**config.mk**
```make
export PLATFORM = sky130hd
export DESIGN_NAME = bhpq_ram
export DESIGN_NICKNAME = d
export VERILOG_FILES = /design/src/design/bhpq_ram.sv
export SDC_FILE = /design/constraint.sdc
export NUM_CORES = 1
export LEC_CHECK = 0
export ABC_AREA = 1
export BUFFER_PORTS_ARGS = -buffer_cell sky130_fd_sc_hd__buf_2
export CAP_MARGIN = 30
export CORE_AREA = 2 2 148 107
export CTS_BUF_LIST = sky130_fd_sc_hd__clkbuf_8 sky130_fd_sc_hd__clkbuf_16
export CTS_CLUSTER_DIAMETER = 40
export DETAILED_ROUTE_END_ITERATION = 7
export DIE_AREA = 0 0 150 109
export GPL_TIMING_DRIVEN = 0
export HOLD_SLACK_MARGIN = 0.15
export PLACE_DENSITY = 0.63
export REMOVE_ABC_BUFFERS = 1
export SYNTH_ARGS = -nofsm -noshare
export SYNTH_HDL_FRONTEND = slang
export SYNTH_SLANG_ARGS = --single-unit
```
**constraint.sdc**
```tcl
create_clock -name clk -period 4.4 [get_ports clk]
set_input_delay 0.22 -clock clk [delete_from_list [all_inputs] [get_ports clk]]
set_output_delay 0.22 -clock clk [all_outputs]
set_load 0.05 [all_outputs]
```
**src/design/bhpq_ram.sv**
```systemverilog
module bhpq_ram #(
  parameter int DEPTH = 2,
  parameter int WIDTH = 32
) (
  input  logic                               clk,
  input  logic [1:0]                         we,
  input  logic [(DEPTH > 1 ? $clog2(DEPTH) : 1)-1:0] waddr,
  input  logic [1:0][WIDTH-1:0]              wdata,
  input  logic [(DEPTH > 1 ? $clog2(DEPTH) : 1)-1:0] raddr,
  output logic [1:0][WIDTH-1:0]              rdata
);

  logic [1:0][WIDTH-1:0] mem [DEPTH];

  always_ff @(posedge clk) begin
    if (we[0]) mem[waddr][0] <= wdata[0];
    if (we[1]) mem[waddr][1] <= wdata[1];
    rdata <= mem[raddr];
  end

endmodule

```
==> out/qor.txt <==
Outcome - finished, final reports clean
Worst slew pin tran - 0.890 ns
Avg Inst Size Synth - 14.8 um^2
Most Crowded Layer GR - met2
Clock root cell - clkbuf_16
Yosys reg bits - 192
Max-Cap Viols - 0
Crit path largest cell delay - 0.48 ns
Commonest non-fill, non-tap cell in the layout - nand2_1
Clk pin slew, worst setup/hold paths - 0.07 ns
Die ar. - 0.0164 mm^2
Synth Cell Area - 0.00600 mm^2
Layout Nets - 683
Global-route wire length before repair - 17.4 mm
Hold slack - 0.256 ns
Crit path kind - input pin to flop
Arrival @ worst endpoint - 1.62 ns
Clock Path Buffers - 2
Routability cong. - 0.666
Die span in x - 150 um
Synthesis Warnings - 0
Fraction of layout cells with a size suffix above 1 - 0.274
VDD IR max - 0.000279 V
WL/cell - 13.5 um
CP max stage cell - buf_2
Avg Vias per Cell - 4.29
Setup violators final - 0
I/O pin count - 133
Leak - 3.50 nW
CP delay by family, top - buffers and inverters
Largest net degree at the start of global routing - 47
DRT iter0 DRCs - 218
Number of antenna violations at the first check in global routing - 0
CP Launch Type - input pin
Cell Rows - 38
Core area - 0.0150 mm^2
Total Routing Usage GR - 0.142
Synth cell types - 9
PD cells - 497 mW/mm^2
DRT Wirelength - 11.1 mm
Setup TNS - 0 ns
Routed Antenna Nets - 0
Residual DRC count - 0
Port buffer count - 132
CTS H-tree depth - 4
Area leader, netlist - edfxtp_1
Vias in the first global route - 3594
Initial Util - 0.399
RSZ-0062 raised after global routing - no
Met3 usage - 0.0531
Ant. Diodes - 0
Fin. max-slew vios - 0
Die Height - 109 um
Seq/Total Area, Yosys - 0.854
Vias after detailed routing - 3549
Setup Buffers After CTS - 0
Worst-Skew Late Latency - 0.42 ns
Worst path required time - 4.71 ns
Yosys top cell area share - 0.641
Met2 usage - 0.237
Period utilization - 0.298
CTS tree - done
Worst path buffer plus inverter count - 4
Clk_skew - 0.00552 ns
Commonest cells after routing, fill and taps aside - nand2_1, buf_2, edfxtp_1
Relative slew margins - 0.406
GR Overflow Total - 0
Max Freq - 763 MHz
Hold WC Path Type - input pin to flop
Nature of the critical path endpoint - flop
CP Cell Sequence - buf_2, buf_12, inv_2, buf_12, nand2_1, nand2_1
TritonCTS Buffers - 17
Final Hold Vio Count - 0
CTS sink count - 192
CP Max Fanout - 46
Tmin final - 1.31 ns
Pre-antenna DRT Iters - 4
Met1 Use GR - 0.172
DP HPWL - 7.00 mm
Top post-synthesis cells by area - edfxtp_1, dfxtp_1, nand2_1
P&R area growth vs syn - 36.6%
Post-Synthesis Cells - 406
metrics by stage:
stage / utilization / instance area [um^2] / worst slack [ns] / instances / total power, W
floorplan: - / 5880 / 2.37 / 393 / 0.00239
global placement: 0.452 / 6790 / 1.29 / 725 / 0.00251
detailed placement: 0.462 / 6950 / 2.59 / 731 / 0.00254
CTS: 0.545 / 8190 / 3.03 / 827 / 0.00412
global route: 0.545 / 8190 / 2.96 / 827 / 0.00422
finish: 0.545 / 8190 / 3.09 / 827 / 0.00407
area by class of cell:
type                            instances  area [um^2]
Multi-Input combinational cell        196          751
Timing Repair Buffer                  202         1440
Clock buffer                           21          480
Fill cell                            1235         6830
Sequential cell                       192         5120
Clock inverter                         11          124
Inverter                                5         18.8
Tap cell                              200          250
tightest hold or removal path: stages:
cell and delay (ns):
buf_2 0.10, inv_1 0.08, nor2_4 0.08
metal layers:
metal	wire length (um)	part of all wire	up-vias
met2	5430	0.49	94
li1	-	-	1765
met1	4900	0.44	1675
met3	684	0.061	15
met4	117	0.011	0
met5	0	0	-
registers in the layout (all words and copies together), names as in the netlist:
signal,flops
rdata,64
mem,128
cell families (layout without fill, tap and decap cells):
kind of cell	after synthesis	in the layout	share of synthesized area
flops	192	192	0.854
buf+inv	18	239	0.0231
simple gates	196	196	0.123
cells in the mapped netlist:
library cell,n
nor2_1,2
dfxtp_1,64
edfxtp_1,128
inv_2,1
buf_4,1
nand2_1,194
buf_2,6
inv_1,4
clkbuf_8,6
worst paths after layout:
kind / slack, ns / cells after the start / to / startpoint
setup / recovery: 3.09 / 6 / rdata[19] / raddr
hold reg to reg: 0.43 / 2 / rdata[37] / mem[0][37]
hold / removal: 0.26 / 3 / mem[0][19] / we[0]
setup reg to reg: 3.77 / 2 / rdata[12] / mem[0][12]
timing repair:
item | in CTS | in global routing
hold endpoints to repair | 128 | 0
hold buffers | 64 | 0
gates resized for setup | 0 | 0
power by group:
part           switching (W)  internal (W)  total (W)
registers          0.0000336       0.00207    0.00210
clock network       0.000635      0.000901    0.00154
logic               0.000306      0.000130   0.000436
(Power assumes the default switching activity.)
