## src/design/bhpq_pkg.sv

```systemverilog
package bhpq_pkg;

  localparam int CAPACITY = 64;
  localparam int DATA_W   = 32;
  localparam int LEVELS   = $clog2(CAPACITY + 1);
  localparam int NCELL    = LEVELS - 1;
  localparam int CNT_W    = LEVELS;
  localparam int N_W      = CNT_W + 1;
  localparam int OFF_W    = LEVELS - 1;
  localparam int ROW_W    = (OFF_W > 1) ? OFF_W - 1 : 1;
  localparam int LVL_W    = (LEVELS > 1) ? $clog2(LEVELS) : 1;

  typedef enum logic {
    FUNC_PUSH = 1'b0,
    FUNC_POP  = 1'b1
  } func_t;

  typedef enum logic [1:0] {
    STAT_OK        = 2'd0,
    STAT_UNDERFLOW = 2'd1,
    STAT_OVERFLOW  = 2'd2
  } status_t;

  typedef enum logic [1:0] {
    S_IDLE,
    S_FETCH,
    S_SIFT,
    S_FIN
  } state_t;

  typedef struct packed {
    func_t                     func;
    logic signed [DATA_W-1:0]  value;
  } req_t;

  typedef struct packed {
    logic signed [DATA_W-1:0]  top_value;
    logic                      top_valid;
    logic [CNT_W-1:0]          entry_count;
    status_t                   status;
  } rsp_t;

  // token moving along the chain of level cells
  typedef struct packed {
    logic                      active;
    logic [OFF_W-1:0]          off;
    logic signed [DATA_W-1:0]  val;
  } tok_t;

  // single entry write into a neighbouring level
  typedef struct packed {
    logic                      active;
    logic [OFF_W-1:0]          off;
    logic signed [DATA_W-1:0]  val;
  } wr_t;

  typedef struct packed {
    logic                      active;
    logic [OFF_W-1:0]          off;
  } fetch_t;

  function automatic logic precedes(input logic order,
                                    input logic signed [DATA_W-1:0] a,
                                    input logic signed [DATA_W-1:0] b);
    return order ? (a > b) : (a < b);
  endfunction

  function automatic int level_rows(input int l);
    int full;
    int ent;
    full = 1 << l;
    ent  = CAPACITY - (full - 1);
    if (ent > full) ent = full;
    return (ent + 1) >> 1;
  endfunction

  // level of a 1-based heap index: position of its top set bit
  function automatic logic [LVL_W-1:0] level_of(input logic [CNT_W-1:0] n);
    logic [LVL_W-1:0] lv;
    lv = '0;
    for (int i = 0; i < CNT_W; i++) begin
      if (n[i]) lv = LVL_W'(i);
    end
    return lv;
  endfunction

  function automatic logic [OFF_W-1:0] offset_of(input logic [CNT_W-1:0] n);
    logic [CNT_W-1:0] m;
    m = n;
    m[level_of(n)] = 1'b0;
    return m[OFF_W-1:0];
  endfunction

endpackage

```

## src/design/bhpq_cell.sv

```systemverilog
module bhpq_cell (
  input  logic                               clk,
  input  logic                               rst,
  input  logic [bhpq_pkg::LVL_W-1:0]         lvl,
  input  logic                               order_mode,
  input  logic [bhpq_pkg::CNT_W-1:0]         cnt,
  input  bhpq_pkg::tok_t                     dn_in,
  input  bhpq_pkg::tok_t                     up_in,
  output bhpq_pkg::tok_t                     dn_out,
  output bhpq_pkg::tok_t                     up_out,
  input  bhpq_pkg::wr_t                      wr_from_above,
  input  bhpq_pkg::wr_t                      wr_from_below,
  output bhpq_pkg::wr_t                      wr_to_above,
  output bhpq_pkg::wr_t                      wr_to_below,
  input  bhpq_pkg::fetch_t                   fetch,
  output logic                               fetch_valid,
  output logic signed [bhpq_pkg::DATA_W-1:0] fetch_data,
  output logic                               done,
  output logic [bhpq_pkg::ROW_W-1:0]         ram_rrow,
  output logic [bhpq_pkg::ROW_W-1:0]         ram_wrow,
  output logic [1:0]                         ram_we,
  output logic [1:0][bhpq_pkg::DATA_W-1:0]   ram_wdata,
  input  logic [1:0][bhpq_pkg::DATA_W-1:0]   ram_rdata
);
  import bhpq_pkg::*;

  logic                     act;
  logic                     fet;
  logic                     dir_dn;
  logic                     sel;
  logic [OFF_W-1:0]         t_off;
  logic signed [DATA_W-1:0] t_val;

  logic                     rd_sel;
  logic [OFF_W-1:0]         anc_off;
  logic signed [DATA_W-1:0] anc;
  logic signed [DATA_W-1:0] lft;
  logic signed [DATA_W-1:0] rgt;
  logic signed [DATA_W-1:0] best;
  logic                     bsel;
  logic                     moved;
  logic                     climb;
  logic [N_W-1:0]           n_l;
  logic [N_W-1:0]           n_r;
  logic                     lv;
  logic                     rv;
  wr_t                      wr;

  // read side: children pair on the way down, ancestor on the way up, fetched entry on a pop
  always_comb begin
    anc_off  = up_in.off >> 1;
    rd_sel   = 1'b0;
    ram_rrow = ROW_W'(dn_in.off);
    if (up_in.active) begin
      rd_sel   = anc_off[0];
      ram_rrow = ROW_W'(anc_off >> 1);
    end else if (fetch.active) begin
      rd_sel   = fetch.off[0];
      ram_rrow = ROW_W'(fetch.off >> 1);
    end
  end

  always_ff @(posedge clk) begin
    if (rst) begin
      act <= 1'b0;
      fet <= 1'b0;
    end else begin
      act <= dn_in.active | up_in.active;
      fet <= fetch.active;
    end
    dir_dn <= dn_in.active;
    sel    <= rd_sel;
    t_off  <= dn_in.active ? dn_in.off : up_in.off;
    t_val  <= dn_in.active ? dn_in.val : up_in.val;
  end

  always_comb begin
    anc   = sel ? $signed(ram_rdata[1]) : $signed(ram_rdata[0]);
    lft   = $signed(ram_rdata[0]);
    rgt   = $signed(ram_rdata[1]);
    n_l   = (N_W'(1) << lvl) | N_W'({t_off, 1'b0});
    n_r   = n_l | N_W'(1);
    lv    = n_l <= N_W'(cnt);
    rv    = n_r <= N_W'(cnt);
    climb = precedes(order_mode, t_val, anc);
    best  = t_val;
    bsel  = 1'b0;
    moved = 1'b0;
    if (lv && precedes(order_mode, lft, best)) begin
      best  = lft;
      moved = 1'b1;
    end
    if (rv && precedes(order_mode, rgt, best)) begin
      best  = rgt;
      bsel  = 1'b1;
      moved = 1'b1;
    end

    dn_out      = '0;
    up_out      = '0;
    wr_to_above = '0;
    wr_to_below = '0;
    done        = 1'b0;
    if (act && !dir_dn) begin
      wr_to_below = '{active: 1'b1, off: t_off, val: climb ? anc : t_val};
      if (climb) begin
        up_out = '{active: 1'b1, off: t_off >> 1, val: t_val};
      end else begin
        done = 1'b1;
      end
    end else if (act && dir_dn) begin
      wr_to_above = '{active: 1'b1, off: t_off, val: best};
      if (moved) begin
        dn_out = '{active: 1'b1, off: (t_off << 1) | OFF_W'(bsel), val: t_val};
      end else begin
        done = 1'b1;
      end
    end
  end

  assign fetch_valid = fet;
  assign fetch_data  = anc;

  // writes arrive from one neighbour at a time
  assign wr        = wr_from_above.active ? wr_from_above : wr_from_below;
  assign ram_we    = {wr.active & wr.off[0], wr.active & ~wr.off[0]};
  assign ram_wrow  = ROW_W'(wr.off >> 1);
  assign ram_wdata = {wr.val, wr.val};

endmodule

```

## config.mk

```make
export PLATFORM = sky130hd
export DESIGN_NAME = bhpq_cell
export DESIGN_NICKNAME = d
export VERILOG_FILES = /design/src/design/bhpq_pkg.sv /design/src/design/bhpq_cell.sv
export SDC_FILE = /design/constraint.sdc
export NUM_CORES = 1
export LEC_CHECK = 0
export ABC_AREA = 1
export ABC_CLOCK_PERIOD_IN_PS = 6800
export BUFFER_PORTS_ARGS = -buffer_cell sky130_fd_sc_hd__buf_4
export CAP_MARGIN = 20
export CORE_AREA = 2 2 195 197
export CTS_CLUSTER_SIZE = 20
export DETAILED_ROUTE_END_ITERATION = 10
export DIE_AREA = 0 0 197 199
export GPL_ROUTABILITY_DRIVEN = 0
export MAX_ROUTING_LAYER = met4
export PLACE_DENSITY_LB_ADDON = 0.12
export SETUP_SLACK_MARGIN = 0.15
export SLEW_MARGIN = 40
export SYNTH_ARGS = -nofsm -noshare
export SYNTH_HDL_FRONTEND = slang
export SYNTH_SLANG_ARGS = --single-unit
```

## constraint.sdc

```tcl
create_clock -name clk -period 6.8 [get_ports clk]
set_input_delay 1.7 -clock clk [delete_from_list [all_inputs] [get_ports clk]]
set_output_delay 1.7 -clock clk [all_outputs]
set_load 0.02 [all_outputs]
```

==> results.txt <==
max incr delay on CP -> 0.31 ns
synthesized cell area -> 7430 um^2
Max Slew Vio Count -> 0
Synth Net Count -> 1704
unrepaired setup endpoints after global routing -> true
max_slew headroom -> 53.6%
largest net degree at the start of global routing -> 47
Worst-Margin Slew -> 0.696 ns
synth warn -> 0
clk slew on worst S/H paths -> 0.07 ns
worst hold path class -> in -> reg
Worst setup endpoint -> wr_to_above[25]
# DRC -> 0
post-layout min period -> 7.57 ns
Max VDD drop -> 0.102 mV
CP Capture Type -> primary output
CP dominant cell by count -> buf_4
fill cell count -> 3996
CP Launch Point -> ram_rdata[9]
failing checks -> negative setup slack
P_leak -> 8.53 nW
placed cell areas -> 12600 um^2
mean post-synth cell area -> 5.46 um^2
initial DRC count -> 378
post-layout net count -> 2320
Die Wd -> 197 um
Clock Sinks -> 42
first-pass GRT wire length -> 63300 um
Vias/cell -> 4.41
register area share after synthesis -> 11.3%
Die Ht -> 199 um
initial antenna violation count -> 2
critical path arrival -> 5.87 ns
All-Layer GR Usage -> 22.3%
Final setup viols -> 72
TritonRoute pass-1 iters -> 5
asr flop ratio synth -> 0%
commonest non-fill, non-tap cell in the layout -> buf_4
CTS root buf -> clkbuf_16
Final Cycle Share -> 111%
status -> complete, but fails checks
final hold vios -> 0
WL final -> 44000 um
antenna viol nets, final -> 0
Max-Cap Viols -> 0
setup slack after layout -> -0.775 ns
vias -> 10821
Netlist cell types -> 33
Startpoint Class -> primary input
CP Max Fanout -> 5
number of synthesized flops with an enable pin -> 0
Final Cell Area -> 14900 um^2
crit path kind -> in -> out
vias in the first global route -> 10604
core footprint -> 37100 um^2
Area Overhead vs Synth -> 101%
H-Tree Depth -> 2
TritonCTS Buffers -> 5
Buffers on Ports -> 504
slowest stage cell, crit path -> ha_1
clk buf depth -> 2
share of post-route cells with drive strength above 1 -> 47.8%
CTS tree -> done
Gate Count Post-Synth -> 1360
Tot Pwr -> 0.00219 W
Initial Util -> 20.0%
f_max -> 132 MHz
top_reg_cell synth -> dfxtp_1
CP Data Required Time -> 5.10 ns
Cell Pwr Density -> 147 nW/um^2
WL per Instance -> 17.9 um
Yosys reg bits -> 42
DPL Wire Length -> 34800 um
total grt overflow -> 0
row count -> 71
commonest non-fill, non-tap cells in the layout -> 589 x buf_4, 431 x nand2_1, 167 x inv_1, 82 x buf_6, 78 x nor2_1
I/O Pins -> 506
die area -> 39200 um^2
-- cells in the mapped netlist, drive strengths merged (4+ instances only) --
| library cell | instances | area, um^2 |
|---|---|---|
| nand2 | 550 | 2070 |
| inv | 182 | 683 |
| nor2 | 124 | 518 |
| ha | 104 | 1300 |
| nand3 | 80 | 423 |
| buf | 65 | 432 |
| o21ai | 59 | 295 |
| a21oi | 53 | 265 |
| nand4 | 45 | 282 |
| dfxtp | 42 | 841 |
| clkbuf | 29 | 109 |
| nor3 | 5 | 25.0 |
| a21o | 4 | 30.0 |
| nand3b | 4 | 30.0 |
| o21a | 4 | 30.0 |
-- state kept, by name (all words and copies together), names as in the netlist --
register / cells
act: 1
dir_dn: 1
fetch_valid: 1
sel: 1
t_off: 6
t_val: 32
-- critical path: cells and delay by family --
family | cells | cell delay [ns]
buf+inv | 21 | 2.60
fa+ha+maj | 1 | 0.31
compound gates | 1 | 0.06
simple gates | 15 | 1.17
-- cell type report --
type | count | area [um^2] | share of cell area [%]
diodes | 1 | 2.50 | 0.0168
clock buffers | 5 | 125 | 0.838
clock inverters | 3 | 21.3 | 0.142
inverters | 182 | 707 | 4.73
multi-input cells | 1042 | 6630 | 44.4
flip-flops and latches | 42 | 845 | 5.66
well taps | 474 | 593 | 3.97
repair buffers | 703 | 6010 | 40.3
-- cell families after synthesis --
group / share of synthesized area (%)
other cells: 0.0505
flops: 11.3
buf+inv: 16.5
fa+ha+maj: 17.5
simple gates: 45.6
compound gates: 8.86
mux: 0.135
-- power by group --
part	internal, W	leakage, nW	switching (W)
logic	0.000757	8.10	0.000872
registers	0.000266	0.354	0.0000309
clock network	0.000137	0.0698	0.000129
total	0.00116	8.53	0.00103
-- per-layer routing --
metal	vias up	global-route usage (%)	routed length [um]	share of wire, %
met4	0	4.12	794	1.8
met2	343	41.4	22900	52
li1	5491	-	-	-
met5	-	-	0	0
met3	36	3.42	2190	5.0
met1	4951	25.4	18100	41
-- how the worst min path moves through the flow --
| stage | from | endpoint | cells after the start |
|---|---|---|---|
| CTS | rst | fetch_valid$_SDFF_PP0_ | 2 |
| global placement | rst | fetch_valid$_SDFF_PP0_ | 2 |
| floorplan | dn_in[38] | dir_dn$_DFF_P_ | 0 |
| detailed placement | rst | act$_SDFF_PP0_ | 2 |
| finish | rst | fetch_valid$_SDFF_PP0_ | 2 |
| global route | rst | fetch_valid$_SDFF_PP0_ | 2 |
-- through the flow --
step                      instances  setup TNS (ns)  util, %  setup WS [ns]  hold WS, ns
after global placement         2375          -72.64     33.8          -1.06         1.87
after floorplan                1360               0        -          0.155         1.73
final                          2452          -42.36     40.2         -0.775         1.54
after global routing           2452          -61.55     40.2         -0.993         1.54
after CTS                      2443          -44.14     38.1         -0.708         1.53
after detailed placement       2376          -69.08     33.9          -1.04         1.87
-- repair_timing --
action,4_1_cts,5_1_grt
endpoints found under the setup margin,72,129
setup buffers,53,8
cloned,6,0
gates resized for setup,199,187
pin swaps,32,53
hold buffers,0,0
(Power assumes the default switching activity.)
